`config.mk`:
```
export PLATFORM = sky130hd
export DESIGN_NAME = voice_packet_deframer_unit
export DESIGN_NICKNAME = d
export VERILOG_FILES = /design/src/rtl/core/vpd_pkg.sv /design/src/rtl/core/voice_packet_deframer_unit.sv /design/src/rtl/core/vpd_front.sv /design/src/rtl/core/vpd_queue.sv /design/src/rtl/core/vpd_back.sv
export SDC_FILE = /design/constraint.sdc
export NUM_CORES = 1
export LEC_CHECK = 0
export ABC_AREA = 1
export BUFFER_PORTS_ARGS = -buffer_cell sky130_fd_sc_hd__clkbuf_2
export CORE_UTILIZATION = 30
export CTS_BUF_LIST = sky130_fd_sc_hd__clkbuf_4
export DETAILED_ROUTE_END_ITERATION = 16
export MAX_ROUTING_LAYER = met4
export PLACE_DENSITY = 0.52
export SLEW_MARGIN = 10
export SYNTH_ARGS = -nofsm -noshare
export SYNTH_HDL_FRONTEND = slang
export SYNTH_SLANG_ARGS = --single-unit
```
`constraint.sdc`:
```
create_clock -name i_clk -period 11.6 [get_ports i_clk]
set_input_delay 2.32 -clock i_clk [delete_from_list [all_inputs] [get_ports i_clk]]
set_output_delay 2.32 -clock i_clk [all_outputs]
set_load 0.01 [all_outputs]
```
`src/rtl/core/vpd_pkg.sv`:
```
// ----------------------------------------------------------------------------
// vpd_pkg: shared types and constants of the voice packet deframer
// Input and result payloads, the front-to-back command entry, event and
// register codes and reset values.
// ----------------------------------------------------------------------------
`default_nettype none

package vpd_pkg;

    // widest channel set the timeout mask can carry
    localparam int VPD_MAX_CH = 16;

    // depth of the command queue between front and back
    localparam int VPD_Q_DEPTH = 4;

    // voice bytes per frame, sized to the 48-bit frame field
    localparam int VPD_FRAME_LEN = 6;

    // configuration port
    localparam int VPD_CFG_IDX_W  = 2;
    localparam int VPD_CFG_DATA_W = 32;
    localparam logic [VPD_CFG_IDX_W-1:0] REG_TIMEOUT_TICKS = 2'd0;
    localparam logic [VPD_CFG_IDX_W-1:0] REG_PACKET_MAGIC  = 2'd1;

    // register reset values
    localparam logic [23:0] TIMEOUT_RESET = 24'd300;
    localparam logic [31:0] MAGIC_RESET   = 32'hC2C2C2C2;

    // packet layout
    localparam logic [15:0] POS_SATURATED = 16'hFFFF;
    localparam logic [15:0] RT_MIN_LEN    = 16'd8;

    // event codes
    typedef enum logic [2:0] {
        EV_VOICE    = 3'd0,
        EV_TALK_ON  = 3'd1,
        EV_TALK_OFF = 3'd2,
        EV_TIMEOUT  = 3'd3,
        EV_TRAILING = 3'd4,
        EV_BAD_CHAN = 3'd5
    } t_vpd_kind;

    // one input request
    typedef struct packed {
        logic       action;
        logic [7:0] data_byte;
        logic       last_byte;
    } t_vpd_item;

    // one result request
    typedef struct packed {
        logic [2:0]  event_kind;
        logic [7:0]  channel_id;
        logic [47:0] voice_frame;
        logic [2:0]  trailing_count;
        logic        last_of_run;
    } t_vpd_result;

    // classified work for the back end: either a tick with a timeout mask,
    // or a byte with an optional primary event and an optional trailing event
    typedef struct packed {
        logic                  is_tick;
        logic [VPD_MAX_CH-1:0] tmo_mask;
        logic                  p_valid;
        t_vpd_kind             p_kind;
        logic [7:0]            p_chan;
        logic [47:0]           p_frame;
        logic                  t_valid;
        logic [7:0]            t_chan;
        logic [2:0]            t_count;
    } t_vpd_cmd;

endpackage

`default_nettype wire

```
`src/rtl/core/voice_packet_deframer_unit.sv`:
```
// ----------------------------------------------------------------------------
// voice_packet_deframer_unit: top level of the voice packet deframer
// Parses captured radio packets and ticks into talk, voice, trailing,
// timeout and invalid-channel events.
// ----------------------------------------------------------------------------
//
//  channel   | handshake     | payload
//  ----------+---------------+------------------------------------------
//  input     | push / full   | i_item   (action, data_byte, last_byte)
//  result    | pop / empty   | o_result (event_kind .. last_of_run)
//  config    | i_cfg_we      | i_cfg_index, i_cfg_wdata
//
//  The parser takes one request per cycle while full is low; its state
//  updates on the accepting edge and any events go as one command into a
//  four-entry queue. The sequencer sends one result per cycle while its
//  output register is free, so a tick that times out k channels yields k
//  results; full rises only when the queue fills. Synchronous active-low
//  reset clears all packet and channel state and loads the register
//  defaults; the first request may follow directly. A request's first
//  result goes through the queue, r_cur and r_out before empty falls.
//
`default_nettype none

module voice_packet_deframer_unit import vpd_pkg::*; #(
    parameter int CHANNELS    = 4,
    parameter int IDLE_WIDTH  = 24,
    parameter int MAX_VOICE   = 160
) (
    input  wire                       i_clk,
    input  wire                       i_rst_n,
    input  wire                       push,
    output logic                      full,
    input  wire t_vpd_item            i_item,
    input  wire                       pop,
    output logic                      empty,
    output t_vpd_result               o_result,
    input  wire                       i_cfg_we,
    input  wire [VPD_CFG_IDX_W-1:0]   i_cfg_index,
    input  wire [VPD_CFG_DATA_W-1:0]  i_cfg_wdata
);

    logic     accept;
    logic     cmd_wr;
    t_vpd_cmd cmd_in;
    logic     q_full;
    logic     q_valid;
    logic     q_rd;
    t_vpd_cmd q_rdata;

    assign full   = q_full;
    assign accept = push && !q_full;

    // parser and channel state
    vpd_front #(
        .CHANNELS    (CHANNELS),
        .IDLE_WIDTH  (IDLE_WIDTH),
        .MAX_VOICE   (MAX_VOICE)
    ) u_front (
        .i_clk       (i_clk),
        .i_rst_n     (i_rst_n),
        .i_accept    (accept),
        .i_item      (i_item),
        .i_cfg_we    (i_cfg_we),
        .i_cfg_index (i_cfg_index),
        .i_cfg_wdata (i_cfg_wdata),
        .o_cmd_wr    (cmd_wr),
        .o_cmd       (cmd_in)
    );

    // command queue
    vpd_queue u_queue (
        .i_clk   (i_clk),
        .i_rst_n (i_rst_n),
        .i_wr    (cmd_wr),
        .i_wdata (cmd_in),
        .o_full  (q_full),
        .i_rd    (q_rd),
        .o_valid (q_valid),
        .o_rdata (q_rdata)
    );

    // event sequencer and output register
    vpd_back u_back (
        .i_clk       (i_clk),
        .i_rst_n     (i_rst_n),
        .i_cmd_valid (q_valid),
        .i_cmd       (q_rdata),
        .o_cmd_rd    (q_rd),
        .i_pop       (pop),
        .o_empty     (empty),
        .o_result    (o_result)
    );

endmodule

`default_nettype wire

```
`src/rtl/core/vpd_front.sv`:
```
// ----------------------------------------------------------------------------
// vpd_front: packet parser and channel state
// Tracks byte position through radiotap and MAC headers, checks magic,
// handles push-to-talk, voice assembly and tick timeouts; emits one command
// per input that causes any event.
// ----------------------------------------------------------------------------
`default_nettype none

module vpd_front import vpd_pkg::*; #(
    parameter int CHANNELS    = 4,
    parameter int IDLE_WIDTH  = 24,
    parameter int MAX_VOICE   = 160
) (
    input  wire                       i_clk,
    input  wire                       i_rst_n,
    input  wire                       i_accept,
    input  wire t_vpd_item            i_item,
    input  wire                       i_cfg_we,
    input  wire [VPD_CFG_IDX_W-1:0]   i_cfg_index,
    input  wire [VPD_CFG_DATA_W-1:0]  i_cfg_wdata,
    output logic                      o_cmd_wr,
    output t_vpd_cmd                  o_cmd
);

    localparam int CW = (IDLE_WIDTH > 24) ? IDLE_WIDTH : 24;
    localparam logic [2:0] FILL_LAST = 3'(VPD_FRAME_LEN - 1);

    // configuration
    logic [23:0] r_timeout;
    logic [31:0] r_magic_cfg;

    // packet state
    logic [15:0] r_pos,   n_pos;
    logic [15:0] r_rt,    n_rt;
    logic [15:0] r_fcw,   n_fcw;
    logic [31:0] r_magic, n_magic;
    logic [7:0]  r_seen,  n_seen;
    logic        r_acc,   n_acc;
    logic [7:0]  r_vc,    n_vc;
    logic [2:0]  r_fill,  n_fill;
    logic [47:0] r_fa,    n_fa;

    // channel state
    logic [CHANNELS-1:0]   r_active, n_active;
    logic [IDLE_WIDTH-1:0] r_idle [CHANNELS];
    logic [IDLE_WIDTH-1:0] n_idle [CHANNELS];

    // header offsets
    logic [15:0] mac_off;
    logic [5:0]  hdr_len;
    logic [15:0] pay_off;
    logic        in_mac;

    t_vpd_cmd cmd;

    // configuration writes
    always_ff @(posedge i_clk) begin
        if (!i_rst_n) begin
            r_timeout   <= TIMEOUT_RESET;
            r_magic_cfg <= MAGIC_RESET;
        end else if (i_cfg_we) begin
            case (i_cfg_index)
                REG_TIMEOUT_TICKS: r_timeout   <= i_cfg_wdata[23:0];
                REG_PACKET_MAGIC:  r_magic_cfg <= i_cfg_wdata;
                default: ;
            endcase
        end
    end

    // offsets into the MAC header and the payload
    always_comb begin
        mac_off = r_pos - r_rt;
        hdr_len = (r_fcw[9:8] == 2'b11) ? 6'd30 : 6'd24;
        if (r_fcw[3:2] == 2'b10 && r_fcw[7]) begin
            hdr_len = hdr_len + 6'd2;
        end
        pay_off = mac_off - {10'd0, hdr_len};
        in_mac  = (r_pos >= 16'd4) && (r_rt >= RT_MIN_LEN) && (r_pos >= r_rt);
    end

    // next state and command
    always_comb begin
        logic [IDLE_WIDTH-1:0] v_inc;
        logic [7:0]            v_b;

        v_b      = i_item.data_byte;
        v_inc    = '0;
        n_pos    = r_pos;
        n_rt     = r_rt;
        n_fcw    = r_fcw;
        n_magic  = r_magic;
        n_seen   = r_seen;
        n_acc    = r_acc;
        n_vc     = r_vc;
        n_fill   = r_fill;
        n_fa     = r_fa;
        n_active = r_active;
        n_idle   = r_idle;
        cmd      = '0;

        if (i_accept) begin
            if (i_item.action) begin
                // tick: age every active channel
                cmd.is_tick = 1'b1;
                for (int i = 0; i < CHANNELS; i++) begin
                    if (r_active[i]) begin
                        v_inc = (r_idle[i] != '1) ? r_idle[i] + 1'b1 : r_idle[i];
                        n_idle[i] = v_inc;
                        if (CW'(v_inc) > CW'(r_timeout)) begin
                            n_active[i]    = 1'b0;
                            cmd.tmo_mask[i] = 1'b1;
                        end
                    end
                end
            end else begin
                if (r_pos != POS_SATURATED) begin
                    n_pos = r_pos + 16'd1;
                    if (r_pos == 16'd2) begin
                        n_rt = {r_rt[15:8], v_b};
                    end else if (r_pos == 16'd3) begin
                        n_rt = {v_b, r_rt[7:0]};
                    end else if (in_mac) begin
                        if (mac_off == 16'd0) begin
                            n_fcw = {r_fcw[15:8], v_b};
                        end else if (mac_off == 16'd1) begin
                            n_fcw = {v_b, r_fcw[7:0]};
                        end else if (mac_off >= {10'd0, hdr_len}) begin
                            if (pay_off < 16'd4) begin
                                // magic word, big endian
                                n_magic = {r_magic[23:0], v_b};
                            end else if (pay_off == 16'd4) begin
                                n_seen = v_b;
                            end else if (pay_off == 16'd5) begin
                                // push-to-talk byte
                                if (r_magic == r_magic_cfg) begin
                                    if (r_seen >= 8'(CHANNELS)) begin
                                        cmd.p_valid = 1'b1;
                                        cmd.p_kind  = EV_BAD_CHAN;
                                        cmd.p_chan  = r_seen;
                                    end else begin
                                        for (int i = 0; i < CHANNELS; i++) begin
                                            if (r_seen == 8'(i)) begin
                                                if (v_b == 8'd1) begin
                                                    n_idle[i] = '0;
                                                    n_acc     = 1'b1;
                                                    if (!r_active[i]) begin
                                                        n_active[i] = 1'b1;
                                                        cmd.p_valid = 1'b1;
                                                        cmd.p_kind  = EV_TALK_ON;
                                                        cmd.p_chan  = r_seen;
                                                    end
                                                end else if (r_active[i]) begin
                                                    n_active[i] = 1'b0;
                                                    cmd.p_valid = 1'b1;
                                                    cmd.p_kind  = EV_TALK_OFF;
                                                    cmd.p_chan  = r_seen;
                                                end
                                            end
                                        end
                                    end
                                end
                            end else if (r_acc && r_vc < 8'(MAX_VOICE)) begin
                                // voice byte
                                n_vc = r_vc + 8'd1;
                                n_fa = {r_fa[39:0], v_b};
                                if (r_fill == FILL_LAST) begin
                                    cmd.p_valid = 1'b1;
                                    cmd.p_kind  = EV_VOICE;
                                    cmd.p_chan  = r_seen;
                                    cmd.p_frame = n_fa;
                                    n_fa        = '0;
                                    n_fill      = '0;
                                end else begin
                                    n_fill = r_fill + 3'd1;
                                end
                            end
                        end
                    end
                end

                // end of packet: report leftovers, clear packet state
                if (i_item.last_byte) begin
                    if (n_acc && n_fill != 3'd0) begin
                        cmd.t_valid = 1'b1;
                        cmd.t_chan  = n_seen;
                        cmd.t_count = n_fill;
                    end
                    n_pos   = '0;
                    n_rt    = '0;
                    n_fcw   = '0;
                    n_magic = '0;
                    n_seen  = '0;
                    n_acc   = 1'b0;
                    n_vc    = '0;
                    n_fill  = '0;
                    n_fa    = '0;
                end
            end
        end

        o_cmd    = cmd;
        o_cmd_wr = cmd.p_valid || cmd.t_valid || (cmd.tmo_mask != '0);
    end

    // state registers
    always_ff @(posedge i_clk) begin
        if (!i_rst_n) begin
            r_pos    <= '0;
            r_rt     <= '0;
            r_fcw    <= '0;
            r_magic  <= '0;
            r_seen   <= '0;
            r_acc    <= 1'b0;
            r_vc     <= '0;
            r_fill   <= '0;
            r_fa     <= '0;
            r_active <= '0;
            for (int i = 0; i < CHANNELS; i++) begin
                r_idle[i] <= '0;
            end
        end else begin
            r_pos    <= n_pos;
            r_rt     <= n_rt;
            r_fcw    <= n_fcw;
            r_magic  <= n_magic;
            r_seen   <= n_seen;
            r_acc    <= n_acc;
            r_vc     <= n_vc;
            r_fill   <= n_fill;
            r_fa     <= n_fa;
            r_active <= n_active;
            r_idle   <= n_idle;
        end
    end

endmodule

`default_nettype wire

```
`src/rtl/core/vpd_queue.sv`:
```
// ----------------------------------------------------------------------------
// vpd_queue: command queue between parser and event sequencer
// Small first-word-fall-through queue of classified commands.
// ----------------------------------------------------------------------------
`default_nettype none

module vpd_queue import vpd_pkg::*; (
    input  wire           i_clk,
    input  wire           i_rst_n,
    input  wire           i_wr,
    input  wire t_vpd_cmd i_wdata,
    output logic          o_full,
    input  wire           i_rd,
    output logic          o_valid,
    output t_vpd_cmd      o_rdata
);

    localparam int AW = $clog2(VPD_Q_DEPTH);

    t_vpd_cmd        r_mem [VPD_Q_DEPTH];
    logic [AW-1:0]   r_wr_ptr;
    logic [AW-1:0]   r_rd_ptr;
    logic [AW:0]     r_count;

    logic do_wr;
    logic do_rd;

    assign o_full  = (r_count == (AW+1)'(VPD_Q_DEPTH));
    assign o_valid = (r_count != '0);
    assign o_rdata = r_mem[r_rd_ptr];
    assign do_wr   = i_wr && !o_full;
    assign do_rd   = i_rd && o_valid;

    // storage
    always_ff @(posedge i_clk) begin
        if (do_wr) begin
            r_mem[r_wr_ptr] <= i_wdata;
        end
    end

    // pointers and fill level
    always_ff @(posedge i_clk) begin
        if (!i_rst_n) begin
            r_wr_ptr <= '0;
            r_rd_ptr <= '0;
            r_count  <= '0;
        end else begin
            if (do_wr) begin
                r_wr_ptr <= r_wr_ptr + 1'b1;
            end
            if (do_rd) begin
                r_rd_ptr <= r_rd_ptr + 1'b1;
            end
            if (do_wr && !do_rd) begin
                r_count <= r_count + 1'b1;
            end else if (do_rd && !do_wr) begin
                r_count <= r_count - 1'b1;
            end
        end
    end

endmodule

`default_nettype wire

```
`src/rtl/core/vpd_back.sv`:
```
// ----------------------------------------------------------------------------
// vpd_back: event sequencer
// Expands each command into its results, in order, one per cycle while the
// output register is free, and holds the oldest result there until popped.
// ----------------------------------------------------------------------------
`default_nettype none

module vpd_back import vpd_pkg::*; (
    input  wire           i_clk,
    input  wire           i_rst_n,
    input  wire           i_cmd_valid,
    input  wire t_vpd_cmd i_cmd,
    output logic          o_cmd_rd,
    input  wire           i_pop,
    output logic          o_empty,
    output t_vpd_result   o_result
);

    logic        r_cur_valid, n_cur_valid;
    t_vpd_cmd    r_cur,       n_cur;
    logic        r_out_valid, n_out_valid;
    t_vpd_result r_out,       n_out;

    logic        out_free;
    logic        emit;
    logic        ev_last;
    t_vpd_result ev;
    t_vpd_cmd    cur_after;

    assign out_free = !r_out_valid || i_pop;
    assign emit     = r_cur_valid && out_free;

    // pick the next event of the current command
    always_comb begin
        logic [VPD_MAX_CH-1:0] v_low;
        logic [7:0]            v_idx;

        v_low     = r_cur.tmo_mask & (~r_cur.tmo_mask + 1'b1);
        v_idx     = '0;
        ev        = '0;
        ev_last   = 1'b1;
        cur_after = r_cur;

        for (int i = 0; i < VPD_MAX_CH; i++) begin
            if (v_low[i]) begin
                v_idx = v_idx | 8'(i);
            end
        end

        if (r_cur.is_tick) begin
            ev.event_kind      = EV_TIMEOUT;
            ev.channel_id      = v_idx;
            cur_after.tmo_mask = r_cur.tmo_mask & ~v_low;
            ev_last            = (cur_after.tmo_mask == '0);
        end else if (r_cur.p_valid) begin
            ev.event_kind = r_cur.p_kind;
            ev.channel_id = r_cur.p_chan;
            if (r_cur.p_kind == EV_VOICE) begin
                ev.voice_frame = r_cur.p_frame;
            end
            cur_after.p_valid = 1'b0;
            ev_last           = !r_cur.t_valid;
        end else begin
            ev.event_kind     = EV_TRAILING;
            ev.channel_id     = r_cur.t_chan;
            ev.trailing_count = r_cur.t_count;
            cur_after.t_valid = 1'b0;
        end
        ev.last_of_run = ev_last;
    end

    // advance current command and output register
    always_comb begin
        n_cur       = r_cur;
        n_cur_valid = r_cur_valid;
        n_out       = r_out;
        n_out_valid = r_out_valid && !i_pop;
        o_cmd_rd    = 1'b0;

        if (emit) begin
            n_out       = ev;
            n_out_valid = 1'b1;
            n_cur       = cur_after;
        end

        // load the next command once the current one is finished
        if (!r_cur_valid || (emit && ev_last)) begin
            o_cmd_rd    = i_cmd_valid;
            n_cur_valid = i_cmd_valid;
            if (i_cmd_valid) begin
                n_cur = i_cmd;
            end
        end
    end

    always_ff @(posedge i_clk) begin
        if (!i_rst_n) begin
            r_cur_valid <= 1'b0;
            r_out_valid <= 1'b0;
        end else begin
            r_cur_valid <= n_cur_valid;
            r_out_valid <= n_out_valid;
        end
    end

    always_ff @(posedge i_clk) begin
        r_cur <= n_cur;
        r_out <= n_out;
    end

    assign o_empty  = !r_out_valid;
    assign o_result = r_out;

endmodule

`default_nettype wire

```
==> metrics.md <==
| Metric | Value |
|---|---|
| Placer Congestion | 0.898 |
| Initial DRC count | 2,017 |
| Final min period | 7.32 ns |
| Core Area | around 120,000 um^2 |
| TNS Setup | 0 ns |
| CTS tree | yes |
| Hold_sp | u_front.r_fa[32] |
| Clk_lat worst skew | 1.18 ns |
| Crit path launch type | flop |
| Finished Cell Area | between 40,000 and 50,000 um^2 |
| Cts hold-fix bufs | 0 |
| Worst reg2reg path startpoint | u_front.r_pos[0] |
| Tcrit/Tclk final | a little over three fifths |
| Boundary Pins | 114 |
| Initial DRT Pass Iterations | 8 |
| Normalized max-slew margin | 18.4% |
| Worst-path clk slew | 0.06 ns |
| Avg Vias per Cell | 4.83 |
| Final setup vio count | 0 |
| Pleak | about 0.016 uW |
| Max H-tree Level | 4 |
| Post-synth EDFFs | 442 |
| Post-Synthesis Cell Area | 36,600 um^2 |
| WL/cell | 17.1 um |
| Most common flop cell mapped by yosys | edfxtp_1 |
| WL final | 101,000 um |
| Worst endpoint required time | 12.35 ns |
| Initial antenna violation count | 4 |
| Crit Path Class | reg2reg |
| Post-CTS sizing | 0 |
| Via Count | 28,600 |
| Status | finished, final reports clean |
| Final Hold Fails | 0 |
| Clock sink count | 756 |
| Setup crit start | u_front.r_pos[0] |
| Worst setup EP type | flop |
| Synthesized Nets | between 4,000 and 5,000 |
| Fin Hold WS | 0.464 ns |
| Setup Skew | about 0.084 ns |
| Syn Inst Count | 3,962 |
| Ys async rst share | 0% |
| Worst hold path class | reg2reg |
| Residual DRC | 0 |
| Post-synth cell types | between 70 and 80 |
| Number of synthesized register bits | 756 |
| Top cells by count, synth | nand2_1, a21oi_1, inv_1 |
| Vias in the first global route | 28,100 |
| # fillers | 12,600 |
| Crit-path slowest cell | nor2_4 |
| Nets | around 4,300 |
| Slowest cell delay on critical path | 0.77 ns |
| Routed Antenna Nets | 0 |
| Die Area | 123,000 um^2 |
| Syn Area/Cell | roughly 9 um^2 |
| PD cells | 179 nW/um^2 |
| Clock root buffer | clkbuf_4 |
| Largest net degree at the start of global routing | around 130 |
| Synth Warn # | 0 |
| GRT overflow | 0 |
| Initial cell density of the core | 30.4% |
| Critical path arrival | 8.08 ns |
| Num CTS Buffers | 200 |
| First-pass GRT wire length | 158,000 um |
| Area after DPL | 38,700 um^2 |
| Die Ht | 351 um |
| RSZ-0062 raised after global routing | false |
| Post-CTS setup buffers | 0 |
| Die Wd | 351 um |
| Fmax | approximately 140 MHz |
| Count leader, synth | nand2_1 |
| Number of cell rows | 127 |
| Yosys top cell by area | edfxtp_1 |
| Ranking of synthesized cells by area | edfxtp_1, dfxtp_1, nand2_1 |
| Share of the yosys chip area belonging to registers | 53.5% |
| Deepest clock path buffer count | 3 |
| Setup WS post-layout | 4.28 ns |
| Slew @ Worst Pin | approximately 1.2 ns |
| Crit path max fanout | 49 |
| Final Max Tran Viols | 0 |
| Design Power | 7400 uW |
| Most used cell, CP | nand2_1 |
| Share of the synthesized area in the top cell type | approximately 36% |
| DP HPWL | between 60,000 and 70,000 um |
| Layout area overhead | 13.2% |
| Port buffer count | 113 |
| Post-Place Worst Slack | 3.76 ns |
| Max-cap violations | 0 |
| Worst vdd rail ir drop | 116 uV |
| Fraction of layout cells with a size suffix above 1 | around 15% |
| Tot GR Track Use | 17.0% |
## placed cells by master, fill, tap and decap left out, types with 5 or more instances in the layout
cell,count
a211oi_1,122
a211oi_2,11
a21oi_1,474
a221oi_1,7
a221oi_2,63
buf_4,25
clkbuf_2,111
clkbuf_4,319
clkinv_1,27
clkinv_2,7
dfxtp_1,312
diode_2,12
edfxtp_1,442
ha_1,134
inv_1,453
inv_2,15
nand2_1,632
nand2_2,9
nand3_1,127
nand3_2,5
nand4_1,43
nor2_1,416
nor2_2,13
nor2_4,6
nor3_1,92
nor4_1,39
o2111ai_1,5
o211ai_1,14
o21a_1,6
o21ai_0,148
o221ai_1,6
o22ai_1,11
or2_2,10
xnor2_1,17
xor2_1,88
## flip-flops by register name, indices dropped and copies added (netlist names), 16 cells and up, named ones only
register / count
u_back.r_cur: 18
u_back.o_result: 63
u_queue.r_mem: 308
u_front.r_pos: 16
u_front.r_rt: 16
u_back.cur_after: 71
u_front.r_idle: 96
u_front.r_magic: 32
u_front.r_fa: 40
u_front.r_timeout: 24
u_front.r_magic_cfg: 32
## metal layers
layer  share of wire (%)  up-vias  global-route usage, %
met2                  45      710                   26.2
li1                    -    14200                      -
met3                 5.5      174                   3.53
met1                  47    13500                   21.8
met4                 2.5        0                   6.18
met5                   0        -                      -
## kinds of logic after synthesis
group	share of synthesized area, %
xor+xnor	2.51
flops	53.5
buf+inv	6.97
mux	0.0547
simple gates	16.5
fa+ha+maj	4.75
compound gates	15.8
## through the flow
step | cells | utilization, %
after global routing | 5914 | 34.4
after CTS | 5902 | 34.4
after floorplan | 3962 | -
after detailed placement | 5538 | 32.1
final | 5914 | 34.4
after global placement | 5538 | 32.1
## final cells by class
cell class	count	area, um^2	share of cell area (%)
clock inverters	45	343	0.828
flip-flops and latches	756	19600	47.2
diodes	12	30.0	0.0725
repair buffers	137	748	1.81
multi-input cells	2559	14500	35.1
well taps	1612	2020	4.87
inverters	474	1790	4.32
clock buffers	319	2390	5.78
## path summary, 6_finish.rpt
path,to,slack [ns],depth (start not counted)
max,u_queue.r_mem[0][37],4.28,25
min,u_front.r_fa[32],0.46,2
max reg2reg,u_queue.r_mem[0][37],4.28,25
min reg2reg,u_front.r_fa[32],0.46,2
## worst max-delay path, delay by kind of cell, from the launching register on
kind	cells	cell delay, ns
AND/OR/NAND/NOR	10	2.39
flip-flops	1	0.36
buffers and inverters	5	1.17
AO/OA/AOI/OAI	5	1.58
XOR/XNOR	2	0.37
adder cells (fa/ha/maj)	3	0.98
## report_power, final
part | switching, uW | internal [uW]
sequential | 139 | 3220
combinational | 1120 | 443
clock | 1160 | 1320
Power figures use the tool's default switching activity.
